`src/design/ksle_pkg.sv`:
```
package ksle_pkg;

  localparam int unsigned MaxElementsDef = 16;
  localparam int unsigned ValueWidthDef  = 32;

  localparam int unsigned CfgIndexWidth = 1;
  localparam int unsigned CfgDataWidth  = 5;

  localparam logic [CfgDataWidth-1:0] ElementCountReset = 5'd16;
  localparam logic [CfgDataWidth-1:0] ChosenCountReset  = 5'd1;

  localparam int unsigned CmdDepth = 2;
  localparam int unsigned OutDepth = 4;

  typedef enum logic [CfgIndexWidth-1:0] {
    CFG_ELEMENT_COUNT = 1'b0,
    CFG_CHOSEN_COUNT  = 1'b1
  } cfg_reg_e;

  typedef enum logic [1:0] {
    OP_LOAD    = 2'd0,
    OP_NEXT    = 2'd1,
    OP_RESTART = 2'd2
  } op_e;

  typedef enum logic [1:0] {
    CMD_LOAD    = 2'd0,
    CMD_NEXT    = 2'd1,
    CMD_RESTART = 2'd2
  } cmd_kind_e;

  typedef struct packed {
    logic [1:0]  operation;
    logic [3:0]  load_index;
    logic [31:0] load_value;
  } in_t;

  typedef struct packed {
    logic [31:0] element_value;
    logic [3:0]  element_index;
    logic [3:0]  group_position;
    logic        in_subset;
    logic        last_item;
    logic        exhausted;
  } out_t;

  typedef struct packed {
    cmd_kind_e   kind;
    logic [3:0]  load_index;
    logic [31:0] load_value;
  } cmd_t;

endpackage

```
`src/design/ksle_ram.sv`:
```
module ksle_ram #(
  parameter int unsigned WIDTH = 32,
  parameter int unsigned DEPTH = 16,
  localparam int unsigned AW = (DEPTH > 1) ? $clog2(DEPTH) : 1
) (
  input  logic             clk_i,
  input  logic             we_i,
  input  logic [AW-1:0]    waddr_i,
  input  logic [WIDTH-1:0] wdata_i,
  input  logic             re_i,
  input  logic [AW-1:0]    raddr_i,
  output logic [WIDTH-1:0] rdata_o
);

  logic [WIDTH-1:0] mem_q [DEPTH];
  logic [WIDTH-1:0] rdata_q;

  always_ff @(posedge clk_i) begin
    if (we_i) begin
      mem_q[waddr_i] <= wdata_i;
    end
    if (re_i) begin
      rdata_q <= mem_q[raddr_i];
    end
  end

  assign rdata_o = rdata_q;

endmodule

```
`src/design/ksle_fifo.sv`:
```
module ksle_fifo #(
  parameter type item_t = logic,
  parameter int unsigned DEPTH = 2,
  localparam int unsigned PTR_W = (DEPTH > 1) ? $clog2(DEPTH) : 1,
  localparam int unsigned CNT_W = $clog2(DEPTH + 1)
) (
  input  logic             clk_i,
  input  logic             rst_ni,
  input  logic             push_i,
  input  item_t            data_i,
  output logic             full_o,
  input  logic             pop_i,
  output item_t            data_o,
  output logic             empty_o,
  output logic [CNT_W-1:0] count_o
);

  item_t            slot_q [DEPTH];
  logic [PTR_W-1:0] wr_q, wr_d, rd_q, rd_d;
  logic [CNT_W-1:0] cnt_q, cnt_d;
  logic             enq, deq;

  assign full_o  = (cnt_q == CNT_W'(DEPTH));
  assign empty_o = (cnt_q == '0);
  assign count_o = cnt_q;
  assign data_o  = slot_q[rd_q];
  assign enq     = push_i && !full_o;
  assign deq     = pop_i && !empty_o;

  always_comb begin
    wr_d  = wr_q;
    rd_d  = rd_q;
    cnt_d = cnt_q + CNT_W'(enq) - CNT_W'(deq);
    if (enq) begin
      wr_d = (wr_q == PTR_W'(DEPTH - 1)) ? '0 : wr_q + 1'b1;
    end
    if (deq) begin
      rd_d = (rd_q == PTR_W'(DEPTH - 1)) ? '0 : rd_q + 1'b1;
    end
  end

  always_ff @(posedge clk_i or negedge rst_ni) begin
    if (!rst_ni) begin
      wr_q  <= '0;
      rd_q  <= '0;
      cnt_q <= '0;
    end else begin
      wr_q  <= wr_d;
      rd_q  <= rd_d;
      cnt_q <= cnt_d;
    end
  end

  always_ff @(posedge clk_i) begin
    if (enq) begin
      slot_q[wr_q] <= data_i;
    end
  end

endmodule

```
`src/design/ksle_front.sv`:
```
module ksle_front #(
  parameter int unsigned MAX_ELEMENTS = ksle_pkg::MaxElementsDef
) (
  input  logic           clk_i,
  input  logic           rst_ni,
  input  logic           push,
  output logic           full,
  input  ksle_pkg::in_t  in_word_i,
  output logic           cmd_valid_o,
  input  logic           cmd_pop_i,
  output ksle_pkg::cmd_t cmd_o
);

  import ksle_pkg::*;

  cmd_t cmd_d;
  logic keep;
  logic cmd_empty;

  always_comb begin
    cmd_d.kind       = CMD_NEXT;
    cmd_d.load_index = in_word_i.load_index;
    cmd_d.load_value = in_word_i.load_value;
    keep             = 1'b0;
    case (in_word_i.operation)
      OP_LOAD: begin
        cmd_d.kind = CMD_LOAD;
        keep       = (32'(in_word_i.load_index) < MAX_ELEMENTS);
      end
      OP_NEXT: begin
        cmd_d.kind = CMD_NEXT;
        keep       = 1'b1;
      end
      OP_RESTART: begin
        cmd_d.kind = CMD_RESTART;
        keep       = 1'b1;
      end
      default: begin
        keep = 1'b0;
      end
    endcase
  end

  ksle_fifo #(
    .item_t(cmd_t),
    .DEPTH (CmdDepth)
  ) u_cmd_fifo (
    .clk_i  (clk_i),
    .rst_ni (rst_ni),
    .push_i (push && keep),
    .data_i (cmd_d),
    .full_o (full),
    .pop_i  (cmd_pop_i),
    .data_o (cmd_o),
    .empty_o(cmd_empty),
    .count_o()
  );

  assign cmd_valid_o = !cmd_empty;

endmodule

```
`src/design/ksle_back.sv`:
```
module ksle_back #(
  parameter int unsigned MAX_ELEMENTS = ksle_pkg::MaxElementsDef,
  parameter int unsigned VALUE_WIDTH  = ksle_pkg::ValueWidthDef,
  localparam int unsigned IDX_W = (MAX_ELEMENTS > 1) ? $clog2(MAX_ELEMENTS) : 1,
  localparam int unsigned OUT_CNT_W = $clog2(ksle_pkg::OutDepth + 1)
) (
  input  logic                              clk_i,
  input  logic                              rst_ni,
  input  logic                              cfg_we_i,
  input  logic [ksle_pkg::CfgDataWidth-1:0] element_count_i,
  input  logic [ksle_pkg::CfgDataWidth-1:0] chosen_count_i,
  input  logic                              cmd_valid_i,
  input  ksle_pkg::cmd_t                    cmd_i,
  output logic                              cmd_pop_o,
  output logic                              out_push_o,
  output ksle_pkg::out_t                    out_word_o,
  input  logic [OUT_CNT_W-1:0]              out_count_i,
  output logic                              ram_we_o,
  output logic [IDX_W-1:0]                  ram_waddr_o,
  output logic [VALUE_WIDTH-1:0]            ram_wdata_o,
  output logic                              ram_re_o,
  output logic [IDX_W-1:0]                  ram_raddr_o,
  input  logic [VALUE_WIDTH-1:0]            ram_rdata_i
);

  import ksle_pkg::*;

  localparam int unsigned CNT_W = $clog2(MAX_ELEMENTS + 1);
  localparam int unsigned CMP_W = (CNT_W > CfgDataWidth) ? CNT_W : CfgDataWidth;
  localparam int unsigned SUM_W = CNT_W + 1;

  typedef enum logic [4:0] {
    ST_IDLE     = 5'b00001,
    ST_SCAN     = 5'b00010,
    ST_EMIT_IN  = 5'b00100,
    ST_EMIT_OUT = 5'b01000,
    ST_EXHAUST  = 5'b10000
  } back_state_e;

  typedef struct packed {
    logic       exhausted;
    logic [3:0] element_index;
    logic [3:0] group_position;
    logic       in_subset;
    logic       last_item;
  } meta_t;

  back_state_e             state_q, state_d;
  logic                    started_q, started_d;
  logic                    done_q, done_d;
  logic [MAX_ELEMENTS-1:0] mask_q, mask_d;
  logic [IDX_W-1:0]        ptr_q, ptr_d;
  logic                    prev_q, prev_d;
  logic [CNT_W-1:0]        ones_q, ones_d;
  logic [CNT_W-1:0]        rcnt_q, rcnt_d;
  logic                    meta_valid_q, meta_valid_d;
  meta_t                   meta_q, meta_d;

  logic [CMP_W-1:0]        ec_w, ck_w, n_w, k_w;
  logic [CNT_W-1:0]        n_cnt, k_cnt, n_last;
  logic [MAX_ELEMENTS-1:0] mask_init, mask_adv;
  logic [SUM_W-1:0]        adv_hi, lane;
  logic [OUT_CNT_W:0]      used;
  logic                    space, cur, at_end, is_last;

  always_comb begin
    ec_w = CMP_W'(element_count_i);
    ck_w = CMP_W'(chosen_count_i);
    if (ec_w == '0) begin
      n_w = CMP_W'(1);
    end else if (ec_w > CMP_W'(MAX_ELEMENTS)) begin
      n_w = CMP_W'(MAX_ELEMENTS);
    end else begin
      n_w = ec_w;
    end
    k_w    = (ck_w > n_w) ? n_w : ck_w;
    n_cnt  = CNT_W'(n_w);
    k_cnt  = CNT_W'(k_w);
    n_last = n_cnt - 1'b1;
  end

  assign cur     = mask_q[ptr_q];
  assign at_end  = (CNT_W'(ptr_q) == n_last);
  assign is_last = (rcnt_q == n_last);
  assign used    = (OUT_CNT_W + 1)'(out_count_i) + (OUT_CNT_W + 1)'(meta_valid_q);
  assign space   = (used < (OUT_CNT_W + 1)'(OutDepth));

  // The moved element lands one place up; the ones above it follow directly behind.
  always_comb begin
    adv_hi = SUM_W'(ptr_q) + SUM_W'(ones_q) + SUM_W'(1);
    for (int j = 0; j < MAX_ELEMENTS; j++) begin
      lane         = SUM_W'(j);
      mask_init[j] = (lane < SUM_W'(k_cnt));
      if (lane < SUM_W'(ptr_q)) begin
        mask_adv[j] = mask_q[j];
      end else begin
        mask_adv[j] = (lane > SUM_W'(ptr_q)) && (lane <= adv_hi);
      end
    end
  end

  always_comb begin
    state_d      = state_q;
    started_d    = started_q;
    done_d       = done_q;
    mask_d       = mask_q;
    ptr_d        = ptr_q;
    prev_d       = prev_q;
    ones_d       = ones_q;
    rcnt_d       = rcnt_q;
    meta_valid_d = 1'b0;
    meta_d       = meta_q;
    cmd_pop_o    = 1'b0;
    ram_we_o     = 1'b0;
    ram_re_o     = 1'b0;
    ram_waddr_o  = IDX_W'(cmd_i.load_index);
    ram_wdata_o  = VALUE_WIDTH'(cmd_i.load_value);
    ram_raddr_o  = ptr_q;

    case (state_q)
      ST_IDLE: begin
        if (cmd_valid_i) begin
          cmd_pop_o = 1'b1;
          case (cmd_i.kind)
            CMD_LOAD: begin
              ram_we_o = 1'b1;
            end
            CMD_RESTART: begin
              started_d = 1'b0;
              done_d    = 1'b0;
            end
            CMD_NEXT: begin
              if (done_q) begin
                state_d = ST_EXHAUST;
              end else if (!started_q) begin
                started_d = 1'b1;
                mask_d    = mask_init;
                ptr_d     = '0;
                rcnt_d    = '0;
                state_d   = ST_EMIT_IN;
              end else begin
                ptr_d   = IDX_W'(n_last);
                prev_d  = 1'b1;
                ones_d  = '0;
                state_d = ST_SCAN;
              end
            end
            default: begin
              state_d = ST_IDLE;
            end
          endcase
        end
      end
      ST_SCAN: begin
        if (cur && !prev_q) begin
          mask_d  = mask_adv;
          ptr_d   = '0;
          rcnt_d  = '0;
          state_d = ST_EMIT_IN;
        end else begin
          if (cur) begin
            ones_d = ones_q + 1'b1;
          end
          prev_d = cur;
          if (ptr_q == '0) begin
            done_d  = 1'b1;
            state_d = ST_EXHAUST;
          end else begin
            ptr_d = ptr_q - 1'b1;
          end
        end
      end
      ST_EMIT_IN: begin
        if (space) begin
          if (cur) begin
            ram_re_o              = 1'b1;
            meta_valid_d          = 1'b1;
            meta_d.exhausted      = 1'b0;
            meta_d.element_index  = 4'(ptr_q);
            meta_d.group_position = 4'(rcnt_q);
            meta_d.in_subset      = 1'b1;
            meta_d.last_item      = is_last;
            rcnt_d                = rcnt_q + 1'b1;
          end
          if (at_end) begin
            ptr_d   = '0;
            state_d = ST_EMIT_OUT;
          end else begin
            ptr_d = ptr_q + 1'b1;
          end
        end
      end
      ST_EMIT_OUT: begin
        if (space) begin
          if (!cur) begin
            ram_re_o              = 1'b1;
            meta_valid_d          = 1'b1;
            meta_d.exhausted      = 1'b0;
            meta_d.element_index  = 4'(ptr_q);
            meta_d.group_position = 4'(rcnt_q - k_cnt);
            meta_d.in_subset      = 1'b0;
            meta_d.last_item      = is_last;
            rcnt_d                = rcnt_q + 1'b1;
          end
          if (at_end) begin
            state_d = ST_IDLE;
          end else begin
            ptr_d = ptr_q + 1'b1;
          end
        end
      end
      ST_EXHAUST: begin
        if (space) begin
          meta_valid_d = 1'b1;
          meta_d       = '0;
          meta_d.exhausted = 1'b1;
          state_d      = ST_IDLE;
        end
      end
      default: begin
        state_d = ST_IDLE;
      end
    endcase

    if (cfg_we_i) begin
      started_d = 1'b0;
      done_d    = 1'b0;
    end
  end

  always_ff @(posedge clk_i or negedge rst_ni) begin
    if (!rst_ni) begin
      state_q      <= ST_IDLE;
      started_q    <= 1'b0;
      done_q       <= 1'b0;
      mask_q       <= '0;
      ptr_q        <= '0;
      prev_q       <= 1'b0;
      ones_q       <= '0;
      rcnt_q       <= '0;
      meta_valid_q <= 1'b0;
    end else begin
      state_q      <= state_d;
      started_q    <= started_d;
      done_q       <= done_d;
      mask_q       <= mask_d;
      ptr_q        <= ptr_d;
      prev_q       <= prev_d;
      ones_q       <= ones_d;
      rcnt_q       <= rcnt_d;
      meta_valid_q <= meta_valid_d;
    end
  end

  always_ff @(posedge clk_i) begin
    meta_q <= meta_d;
  end

  always_comb begin
    out_push_o                = meta_valid_q;
    out_word_o.element_value  = meta_q.exhausted ? 32'd0 : 32'(ram_rdata_i);
    out_word_o.element_index  = meta_q.element_index;
    out_word_o.group_position = meta_q.group_position;
    out_word_o.in_subset      = meta_q.in_subset;
    out_word_o.last_item      = meta_q.last_item;
    out_word_o.exhausted      = meta_q.exhausted;
  end

endmodule

```
`src/design/k_subset_lexicographic_enumerator.sv`:
```
// Enumerates the k-element subsets of an n-entry value table in lexicographic
// index order. Words pushed on the input queue either load a table entry, request
// the next subset, or restart the enumeration. A next request yields n result
// words (the k chosen entries, then the unchosen ones, the final one flagged
// last) or a single exhausted word once every subset has been reported. The
// input side takes one word per cycle while its two-entry command queue has
// room. The sequencer takes a new command only once the last one is done; a
// next request finds the successor subset by scanning the membership bits from
// the top, then walks the table twice to emit the chosen and unchosen entries.
// Results drain through a four-word output queue, and stalls on the result side
// hold back the sequencer only. Changing a configuration register rewinds the
// enumeration.
module k_subset_lexicographic_enumerator #(
  parameter int unsigned MAX_ELEMENTS = ksle_pkg::MaxElementsDef,
  parameter int unsigned VALUE_WIDTH  = ksle_pkg::ValueWidthDef
) (
  input  logic                               clk_i,
  input  logic                               rst_ni,
  input  logic                               cfg_valid_i,
  output logic                               cfg_ready_o,
  input  logic [ksle_pkg::CfgIndexWidth-1:0] cfg_index_i,
  input  logic [ksle_pkg::CfgDataWidth-1:0]  cfg_data_i,
  input  logic                               push,
  output logic                               full,
  input  ksle_pkg::in_t                      in_word_i,
  output logic                               empty,
  input  logic                               pop,
  output ksle_pkg::out_t                     out_word_o
);

  import ksle_pkg::*;

  localparam int unsigned IDX_W     = (MAX_ELEMENTS > 1) ? $clog2(MAX_ELEMENTS) : 1;
  localparam int unsigned OUT_CNT_W = $clog2(OutDepth + 1);

  logic [CfgDataWidth-1:0] element_count_q, element_count_d;
  logic [CfgDataWidth-1:0] chosen_count_q, chosen_count_d;
  logic                    cfg_we;

  logic                    cmd_valid, cmd_pop;
  cmd_t                    cmd;
  logic                    out_push;
  out_t                    out_word;
  logic [OUT_CNT_W-1:0]    out_count;
  logic                    ram_we, ram_re;
  logic [IDX_W-1:0]        ram_waddr, ram_raddr;
  logic [VALUE_WIDTH-1:0]  ram_wdata, ram_rdata;

  assign cfg_ready_o = 1'b1;
  assign cfg_we      = cfg_valid_i;

  always_comb begin
    element_count_d = element_count_q;
    chosen_count_d  = chosen_count_q;
    if (cfg_we) begin
      case (cfg_index_i)
        CFG_ELEMENT_COUNT: begin
          element_count_d = cfg_data_i;
        end
        CFG_CHOSEN_COUNT: begin
          chosen_count_d = cfg_data_i;
        end
        default: begin
          element_count_d = element_count_q;
        end
      endcase
    end
  end

  always_ff @(posedge clk_i or negedge rst_ni) begin
    if (!rst_ni) begin
      element_count_q <= ElementCountReset;
      chosen_count_q  <= ChosenCountReset;
    end else begin
      element_count_q <= element_count_d;
      chosen_count_q  <= chosen_count_d;
    end
  end

  ksle_front #(
    .MAX_ELEMENTS(MAX_ELEMENTS)
  ) u_front (
    .clk_i      (clk_i),
    .rst_ni     (rst_ni),
    .push       (push),
    .full       (full),
    .in_word_i  (in_word_i),
    .cmd_valid_o(cmd_valid),
    .cmd_pop_i  (cmd_pop),
    .cmd_o      (cmd)
  );

  ksle_back #(
    .MAX_ELEMENTS(MAX_ELEMENTS),
    .VALUE_WIDTH (VALUE_WIDTH)
  ) u_back (
    .clk_i          (clk_i),
    .rst_ni         (rst_ni),
    .cfg_we_i       (cfg_we),
    .element_count_i(element_count_q),
    .chosen_count_i (chosen_count_q),
    .cmd_valid_i    (cmd_valid),
    .cmd_i          (cmd),
    .cmd_pop_o      (cmd_pop),
    .out_push_o     (out_push),
    .out_word_o     (out_word),
    .out_count_i    (out_count),
    .ram_we_o       (ram_we),
    .ram_waddr_o    (ram_waddr),
    .ram_wdata_o    (ram_wdata),
    .ram_re_o       (ram_re),
    .ram_raddr_o    (ram_raddr),
    .ram_rdata_i    (ram_rdata)
  );

  ksle_ram #(
    .WIDTH(VALUE_WIDTH),
    .DEPTH(MAX_ELEMENTS)
  ) u_table (
    .clk_i  (clk_i),
    .we_i   (ram_we),
    .waddr_i(ram_waddr),
    .wdata_i(ram_wdata),
    .re_i   (ram_re),
    .raddr_i(ram_raddr),
    .rdata_o(ram_rdata)
  );

  ksle_fifo #(
    .item_t(out_t),
    .DEPTH (OutDepth)
  ) u_out_fifo (
    .clk_i  (clk_i),
    .rst_ni (rst_ni),
    .push_i (out_push),
    .data_i (out_word),
    .full_o (),
    .pop_i  (pop),
    .data_o (out_word_o),
    .empty_o(empty),
    .count_o(out_count)
  );

endmodule

```
`config.mk`:
```
export PLATFORM = sky130hd
export DESIGN_NAME = k_subset_lexicographic_enumerator
export DESIGN_NICKNAME = d
export VERILOG_FILES = /design/src/design/ksle_pkg.sv /design/src/design/ksle_ram.sv /design/src/design/ksle_fifo.sv /design/src/design/ksle_front.sv /design/src/design/ksle_back.sv /design/src/design/k_subset_lexicographic_enumerator.sv
export SDC_FILE = /design/constraint.sdc
export NUM_CORES = 1
export LEC_CHECK = 0
export ABC_AREA = 1
export BUFFER_PORTS_ARGS = -buffer_cell sky130_fd_sc_hd__buf_2
export CAP_MARGIN = 20
export CORE_UTILIZATION = 45
export CTS_BUF_LIST = sky130_fd_sc_hd__clkbuf_4
export DETAILED_ROUTE_END_ITERATION = 8
export SLEW_MARGIN = 30
export SYNTH_ARGS = -nofsm -noshare
export SYNTH_HDL_FRONTEND = slang
export SYNTH_SLANG_ARGS = --single-unit
```
`constraint.sdc`:
```
create_clock -name clk_i -period 4.6 [get_ports clk_i]
set_input_delay 0.46 -clock clk_i [delete_from_list [all_inputs] [get_ports clk_i]]
set_output_delay 0.46 -clock clk_i [all_outputs]
set_load 0.1 [all_outputs]
```
; Yosys cells after proc, flatten, opt, wreduce, memory -nomap -nowiden
; Memory sizes are Yosys's and may differ from the RTL's. A register that Yosys moved wholly into a read port is not among the register bits.
; Index checks and enable logic that the tools add are counted.
[op_classes]
add_sub_neg = 17
multipliers = 0
div_mod_pow = 0
order_cmp = 65
eq_ne = 55
shifts = 0
muxes = 114
bitwise = 1
reduce_logical = 66
[ops]
columns = operator, n
row1 = $mux 5, 27
row2 = $reduce_and 7->1, 16
row3 = $mux 16, 5
row4 = $mux 11, 5
row5 = $mux 1, 49
row6 = $le 4x6->1 const A, 8
row7 = $ne 2x2->1 const B, 24
row8 = $lt 4x5->1 const A, 8
row9 = $mux 4, 10
row10 = $pmux 11 s3, 1
row11 = $gt 4x4->1 const A, 8
row12 = $mux 32, 1
row13 = $pmux 16 s2, 1
row14 = $lt 4x4->1 const A, 7
row15 = $pmux 5 s5, 1
row16 = $le 3x6->1 const A, 4
row17 = $logic_and 1x1->1, 21
row18 = $lt 3x5->1 const A, 4
row19 = $pmux 5 s2, 2
row20 = $pmux 5 s4, 1
row21 = $ne 2x1->1 const B, 9
row22 = $reduce_and 6->1, 3
row23 = $gt 3x4->1 const A, 4
row24 = $lt 3x4->1 const A, 4
row25 = 62 further kinds, 95
[totals]
regBits = 71
latch_bits = 0
mem_bits_rw = 760
mem_bits_ro = 0
word_cells = 358
mem_count = 3
[mem_list]
columns = memory, words, word_bits, rd, rd_clocked_by_memory_dff, write_ports, line
row1 = u_table.mem_q, 16, 32, 1, 1, 1, ksle_ram.sv:15  ; logic [WIDTH-1:0] mem_q [DEPTH];
row2 = u_out_fifo.slot_q, 4, 43, 1, 0, 1, ksle_fifo.sv:18  ; item_t slot_q [DEPTH];
row3 = u_front.u_cmd_fifo.slot_q, 2, 38, 1, 0, 1, ksle_fifo.sv:18

; Longest topological paths before layout
; Gate-level depths: netlist (run 1).
[logic_depth]
word_depth = 11
depth_mapped = 19
ltp_nobuf = 19

; Cells and area by module
; A second synthesis (run 1) with hierarchy kept.
[unflattened]
hier_cells = 3672
area_unflattened_um2 = 38463.1
[modules_own_cells]
columns = module, instances, cells_per_inst, area_per_inst_um2, seq_area_each_um2
row1 = ksle_ram, 1, 2120, 23064.6, 16335.7
row2 = ksle_fifo at u_out_fifo, 1, 559, 7214.4, 5340.1
row3 = ksle_back, 1, 709, 4749.6, 1307.5
row4 = ksle_fifo at u_front.u_cmd_fifo, 1, 232, 2991.6, 2382.3
row5 = k_subset_lexicographic_enumerator, 1, 46, 419.2, 252.7
row6 = ksle_front, 1, 6, 23.8, 0.0

; Least setup slack after synthesis (run 1)
; OpenSTA, ideal clock, no wires.
[synth_timing]
path_type = flip-flop to flip-flop
startpoint = register u_out_fifo.cnt_q[1] (netlist: u_out_fifo.count_o[1])
endpoint = register u_out_fifo.cnt_q[2] (netlist: u_out_fifo.count_o[2])
setup_ns = 0.122
arrival_ns = 4.003
t_required_ns = 4.478
path_slack_ns = 0.476
stages_incl_launch_ff = 9
path_cell_list = dfrtp_1 > nor3_1 > nor2_1 > ha_1 > inv_1 > ha_1 > inv_1 > fa_1 > xor2_1
[synth_between]
word_cells_on_any_way = 8
[synth_rtl]
columns = element, line
row1 = "start, declared", ksle_fifo.sv:20  ; logic [CNT_W-1:0] cnt_q, cnt_d;
row2 = "start signal, assigned", ksle_fifo.sv:50  ; cnt_q <= cnt_d;
row3 = $logic_not 3->1, ksle_fifo.sv:24  ; assign empty_o = (cnt_q == '0);
row4 = via empty, k_subset_lexicographic_enumerator.sv:26  ; output logic empty,
row5 = $logic_not 1->1, ksle_fifo.sv:28  ; assign deq = pop_i && !empty_o;
row6 = $logic_and 1x1->1, ksle_fifo.sv:28
row7 = via u_out_fifo.deq, ksle_fifo.sv:21  ; logic enq, deq;
row8 = $sub 3x1->3, ksle_fifo.sv:33  ; cnt_d = cnt_q + CNT_W'(enq) - CNT_W'(deq);
row9 = via u_out_fifo.cnt_d[2], ksle_fifo.sv:20
; The timed path passes the listed nets, and every way through them passes these cells.
; A chain may end at the register's enable or synchronous reset.

==> flow_summary_export.csv, run 1 <==
group,metric,value,unit
yosys,ys_seq_elements,863,
final_layout,area_growth,14.7,%
sta,skew,43.3,ps
yosys,yosysSeqAreaShare,0.725,
final_layout,final_util,0.522,
power_and_ir_drop,power_density,683,nW/um2
floorplan,dieArea,79600,um2
detailed_routing,dr.pass1.iters,6,
detailed_routing,vias_per_cell,5.39,
yosys,synth_edf_count,803,
yosys,synthTopCellsByCount,"803 x edfxtp_1, 544 x nor2_1, 388 x o21ai_0",
detailed_routing,finalWirelength,88700,um
sta,slew_violations,0,
final_layout,drive_gt1_frac,0.183,
sta,finalWorstSetupSlack,754,ps
yosys,synth_area_leaders,"edfxtp_1 68%, nor2_1 5.8%, o21ai_0 5.5%",
floorplan,core,77600,um2
min_path,hp-start,"in_word_i[11]",
detailed_routing,antenna_left,0,
worst_setup_path,arrival,3390,ps
clock_tree,post-cts-setup-buffers,0,
clock_tree,cts_resized,0,
power_and_ir_drop,p_leak,14.7,nW
worst_setup_path,slowest_delay,600,ps
worst_setup_path,cp_max_fo,50,
sta,slew_headroom,0.323,
floorplan,rows,102,
final_layout,stdcell_area,40500,um2
clock_tree,clk_pin_slew,60,ps
worst_setup_path,crit_chain,"inv_2 -> buf_4 -> o21ai_0 -> o22ai_1 -> buf_2",
clock_tree,insertion_delay,1020,ps
power_and_ir_drop,vdd.ir_drop.worst,0.000446,V
sta,period_share,0.836,
global_route,gr-total-overflow,0,
sta,worstMarginPinSlew,1010,ps
floorplan,start_util,0.455,
sta,max_freq,0.260,GHz
worst_setup_path,endpoint_kind,"output pin",
sta,fin_setup_tns,0,ps
sta,final_hold_viol_count,0,
detailed_routing,drc,0,
yosys,async_flop_share,0.0695,
yosys,yosysMostFrequentCell,"edfxtp_1",
floorplan,fp.dieH,282,um
global_route,grt_pass1_vias,23000,
yosys,syn-num-nets,2927,
final_layout,final_nets,3204,
sta,rsz0062_at_grt,"no",
yosys,syn_area,35300,um2
detailed_routing,vias,23300,
run,timing.max_cap.violations,0,
yosys,synthFlopType,"edfxtp_1",
worst_setup_path,regToRegStartpoint,"element_count_q[2]",
yosys,synthCells,2846,
place,dpl_worst_slack,1020,ps
clock_tree,htreeDepth,4,
yosys,ys_types,56,
worst_setup_path,critPathLaunch,"u_out_fifo.rd_q[0]",
yosys,yosysWarnings,0,
status,status,"completed",
clock_tree,numCtsBuffers,219,
worst_setup_path,path_class,"flip-flop to output pin",
floorplan,io_pins,95,
worst_setup_path,required,4140,ps
place,place_area,37200,um2
clock_tree,cts_tree,"built",
detailed_routing,dr.first_iter.drc_count,2124,
clock_tree,clockBufferDepth,3,
global_route,grt_pass1_wl,134000,um
power_and_ir_drop,power,27.7,mW
min_path,min-delay-path-class,"primary input to flip-flop",
place,port_buffers,93,
place,hpwl,51300,um
global_route,groute.usage.overall,0.225,
detailed_routing,wl_per_cell,20.5,um
yosys,synth_area_per_cell,12.4,um2
worst_setup_path,cp_slowest_cell,"inv_2",
clock_tree,cts_root_buf,"clkbuf_4",
floorplan,die_w,282,um
global_route,grt_max_degree,173,
sta,setup_viol,0,
sta,min_period,3850,ps
yosys,synth.top_cell.area_share,0.683,
worst_setup_path,start_kind,"flip-flop",
place,gp_congestion,0.924,
final_layout,fill_cells,6791,
clock_tree,cts.sinks,863,
yosys,yosysTopAreaCell,"edfxtp_1",
global_route,antenna_found_initial,2,
[metal layers]
layer,global-route usage,wire [um]
met2,0.369,42300
met5,0,0
met4,0.0744,1870
met1,0.301,38800
met3,0.0459,5700
[final timing paths]
path | to | slack (ps) | cells past startpoint
max reg2reg | u_back.out_word_o[6] | 1010 | 18
min in group asynchronous | chosen_count_q[0] | 510 | 3
min | u_front.u_cmd_fifo.slot_q[0][11] | 150 | 2
max in group asynchronous | element_count_q[3] | 3190 | 4
min reg2reg | u_out_fifo.slot_q[1][9] | 510 | 0
max | out_word_o[20] | 750 | 5
[cell families (layout without fill, tap and decap cells)]
| logic type | count (synthesis) | in the layout | share of synthesized area |
|---|---|---|---|
| buf+inv | 330 | 766 | 0.0371 |
| flops | 863 | 863 | 0.725 |
| mux | 36 | 36 | 0.0113 |
| other cells | 1 | 8 | 0.000106 |
| fa+ha+maj | 32 | 32 | 0.0120 |
| simple gates | 932 | 932 | 0.109 |
| xor+xnor | 19 | 19 | 0.00471 |
| compound gates | 633 | 633 | 0.101 |
[per-stage QoR]
stage          hold slack, ps  instances
6_report                  153       4329
5_1_grt                  48.4       4329
4_1_cts                  29.7       4322
3_5_place_dp              360       3890
3_3_place_gp              353       3887
2_1_floorplan             164       2846
[repair_timing]
action / 4_1_cts / 5_1_grt
hold endpoints to repair: 150 / 0
hold buffers: 52 / 0
setup endpoints to repair: 0 / 0
[where the power goes]
group	switching [mW]	internal (mW)
clock	2.99	3.44
sequential	0.359	9.88
combinational	8.47	2.53
[layout make-up]
cell class | instances | area (um2) | area share
clock buffers | 325 | 2440 | 0.0603
well taps | 1040 | 1300 | 0.0321
repair buffers | 198 | 1470 | 0.0363
clock inverters | 55 | 363 | 0.00896
inverters | 188 | 713 | 0.0176
diodes | 7 | 17.5 | 0.000433
flip-flops and latches | 863 | 25600 | 0.633
multi-input cells | 1653 | 8560 | 0.211
[registers in the layout, indices dropped and copies added, names as in the netlist]
| register | flops |
|---|---|
| u_back.prev_q | 1 |
| u_back.ones_q | 5 |
| u_front.u_cmd_fifo.rd_q | 1 |
| chosen_count_q | 5 |
| u_out_fifo.slot_q | 172 |
| u_back.started_q | 1 |
| u_back.rcnt_q | 5 |
| u_back.done_q | 1 |
| u_table.rdata_o | 32 |
| u_back.out_push_o | 1 |
| u_back.ram_raddr_o | 4 |
| u_back.out_word_o | 11 |
| u_back.state_q | 5 |
| u_front.u_cmd_fifo.slot_q | 76 |
| u_out_fifo.count_o | 3 |
| u_front.u_cmd_fifo.wr_q | 1 |
| u_out_fifo.wr_q | 2 |
| element_count_q | 5 |
| u_back.mask_q | 16 |
| u_out_fifo.rd_q | 2 |
| u_table.mem_q | 512 |
| u_front.u_cmd_fifo.count_o | 2 |
[worst max-delay path: cells and delay by family, from the launching register on]
family / cells / cell delay (ps)
buffers and inverters: 3 / 1570
DFF: 1 / 400
AOI/OAI and AO/OA: 2 / 370
[layout by cell type (no fill, tap or decap), types with 14 or more instances in the layout]
master         instances
edfxtp_1             803
nor2_4                25
dlygate4sd3_1         52
clkbuf_4             325
o221ai_1              26
dfrtp_1               52
inv_1                171
buf_2                 93
nand2_1              250
nor2_1               521
o22ai_1              122
clkinv_1              39
nand3_1               60
inv_2                 14
nand4_1               16
mux2_2                32
nor3_1                21
ha_1                  29
o21ai_0              388
buf_4                 48
xor2_1                14
a21oi_1               47
(Power assumes the default switching activity.)
==> run 2, diff against run 1 <==
Settings changed: ABC_AREA 1 to 0.
Clock period 4.6 ns to 3.47 ns, I/O delays scaled along.
==> run 2 against run 1 <==
  * Die area down 1.2%
  * Combinational power up 10%
  * Wire length down 9.2%
  * Critical path type unchanged
  * Clock power up 27%
  * Highest routed layer unchanged
  * Sequential power up 35%
==> flow_summary_export.csv, run 2 <==
group,metric,value,unit
detailed_routing,dr.pass1.iters,5,
worst_setup_path,required,3120,ps
floorplan,fp.dieH,280,um
clock_tree,numCtsBuffers,213,
worst_setup_path,worst_r2r_endpoint,"u_back.out_word_o[6]",
yosys,synthCells,2005,
floorplan,die_w,280,um
place,gp_congestion,0.878,
sta,max_freq,0.305,GHz
yosys,synth.top_cell.area_share,0.691,
worst_setup_path,endpoint_kind,"output pin",
power_and_ir_drop,p_leak,14.1,nW
min_path,hold_depth,2,
yosys,yosysMostFrequentCell,"edfxtp_1",
sta,final_hold_viol_count,0,
clock_tree,clockBufferDepth,3,
floorplan,core,76300,um2
yosys,yosysTopAreaCell,"edfxtp_1",
yosys,yosysWarnings,0,
final_layout,mostFrequentLayoutCells,"803 x edfxtp_1, 301 x clkbuf_4, 137 x mux2i_1, 116 x nor2_1, 110 x mux4_2",
sta,worstMarginPinSlew,995,ps
worst_setup_path,arrival,2930,ps
yosys,synth_area_per_cell,17.4,um2
sta,period_share,0.945,
min_path,hold-path-endpoint,"u_front.u_cmd_fifo.slot_q[0][27]",
yosys,ys_seq_elements,863,
worst_setup_path,crit_chain,"buf_4 -> mux4_2 -> buf_2",
final_layout,instances_no_fill,3581,
sta,slew_violations,0,
worst_setup_path,start_kind,"flip-flop",
min_path,hp-start,"in_word_i[27]",
clock_tree,cts.sinks,863,
worst_setup_path,regToRegStartpoint,"element_count_q[4]",
worst_setup_path,path_class,"flip-flop to output pin",
final_layout,top_register,"u_table.mem_q",
worst_setup_path,cp_slowest_cell,"dfrtp_2",
clock_tree,htreeDepth,4,
min_path,min-delay-path-class,"primary input to flip-flop",
global_route,antenna_found_initial,4,
final_layout,area_growth,17.4,%
yosys,synth_area_leaders,"edfxtp_1 69%, mux4_2 7.1%, dfrtp_1 4.1%",
detailed_routing,wl_per_cell,22.5,um
yosys,async_flop_share,0.0695,
floorplan,dieArea,78700,um2
power_and_ir_drop,power_density,832,nW/um2
final_layout,layout_commonest_cell,"edfxtp_1",
yosys,synth_edf_count,803,
detailed_routing,finalWirelength,80500,um
global_route,grt_pass1_wl,121000,um
yosys,ys_types,77,
yosys,synthFlopType,"edfxtp_1",
place,port_buffers,93,
worst_setup_path,slowest_delay,700,ps
floorplan,rows,101,
final_layout,fill_cells,6337,
sta,min_period,3280,ps
floorplan,io_pins,95,
global_route,grt_max_degree,103,
final_layout,drive_gt1_frac,0.275,
yosys,syn-num-nets,2086,
sta,fin_setup_tns,0,ps
worst_setup_path,ff2ff_setup_slack,200,ps
yosys,syn_area,34900,um2
detailed_routing,antenna_left,0,
worst_setup_path,r2r_cells,14,
global_route,groute.usage.overall,0.210,
status,status,"completed",
detailed_routing,drc,0,
clock_tree,cts_root_buf,"clkbuf_4",
global_route,gr-total-overflow,0,
yosys,synthTopCellsByCount,"803 x edfxtp_1, 137 x mux2i_1, 135 x nor2_1",
final_layout,stdcell_area,40900,um2
place,dpl.cell_count,3112,
sta,slew_headroom,0.329,
clock_tree,clk_pin_slew,70,ps
yosys,yosysSeqAreaShare,0.734,
clock_tree,insertion_delay,1060,ps
detailed_routing,vias,19600,
global_route,grt_pass1_vias,20300,
detailed_routing,dr.first_iter.drc_count,1517,
floorplan,start_util,0.457,
place,place_area,37300,um2
sta,setup_viol,0,
sta,skew,75.5,ps
final_layout,final_util,0.536,
final_layout,largest_reg_flops,512,
final_layout,top_regs,"u_table.mem_q: 512 flops, u_out_fifo.slot_q: 172 flops, u_front.u_cmd_fifo.slot_q: 76 flops",
clock_tree,cts_tree,"built",
place,hpwl,45100,um
run,timing.max_cap.violations,0,
detailed_routing,vias_per_cell,5.46,
power_and_ir_drop,vdd.ir_drop.worst,0.000571,V
worst_setup_path,cp_max_fo,16,
final_layout,final_nets,2473,
run 2: per-stage QoR:
| step | setup slack [ps] | hold slack (ps) | power, mW |
|---|---|---|---|
| floorplan | 9.63 | 51.4 | 22.4 |
| global placement | 184 | 474 | 25.9 |
| detailed placement | 159 | 475 | 26.1 |
| CTS | 3.21 | 18.1 | 34.4 |
| global route | -8.40 | 50.0 | 35.8 |
| finish | 191 | 109 | 34.1 |
run 2: repair_timing:
action | 4_1_cts | 5_1_grt
endpoints found under the setup margin | 0 | 8
hold buffers | 94 | 0
hold endpoints to repair | 143 | 0
gates resized for setup | 0 | 3
setup buffers | 0 | 1
run 2: worst max-delay path: cells and delay by family (launching register included):
kind	cells	cell delay, ps
flops	1	700
buf+inv	2	610
mux	1	550
run 2: area by class of cell:
type                    instances  area (um2)  share of cell area
flip-flops and latches        863       25600               0.626
multi-input cells            1005        8890               0.217
repair buffers                272        2330              0.0570
clock buffers                 301        2260              0.0552
well taps                    1030        1290              0.0315
clock inverters                67         385             0.00941
inverters                      37         139             0.00339
diodes                          6        15.0            0.000367
run 2: worst max-delay path by stage:
stage,start,end,slack (ps)
after floorplan,element_count_q[4],u_back.out_word_o[6],10
after global placement,element_count_q[4],u_back.out_word_o[6],180
after detailed placement,element_count_q[4],u_back.out_word_o[6],160
after CTS,u_out_fifo.rd_q[0],out_word_o[23],3
after global routing,u_out_fifo.rd_q[0],out_word_o[11],-8
final,u_out_fifo.rd_q[0],out_word_o[11],190
run 2: power by group:
part | internal [mW] | switching, mW
clock | 4.27 | 3.89
combinational | 3.97 | 8.15
sequential | 13.2 | 0.654
run 2: logic make-up (layout without fill, tap and decap cells):
kind of cell	count (synthesis)	after routing	share of synthesized area
DFF	863	863	0.734
and+or+nand+nor	360	360	0.0483
muxes	303	303	0.129
AOI/OAI and AO/OA	284	284	0.0544
buffers and inverters	137	677	0.0157
adders and majority gates	32	32	0.0121
xor gates and xnor gates	25	25	0.00628
other	1	7	0.000107
run 2: metal layers:
layer	global-route usage	vias up	part of all wire
li1	-	8878	-
met3	0.0426	101	0.053
met4	0.0712	0	0.018
met2	0.338	576	0.48
met5	0	-	0
met1	0.285	10000	0.45
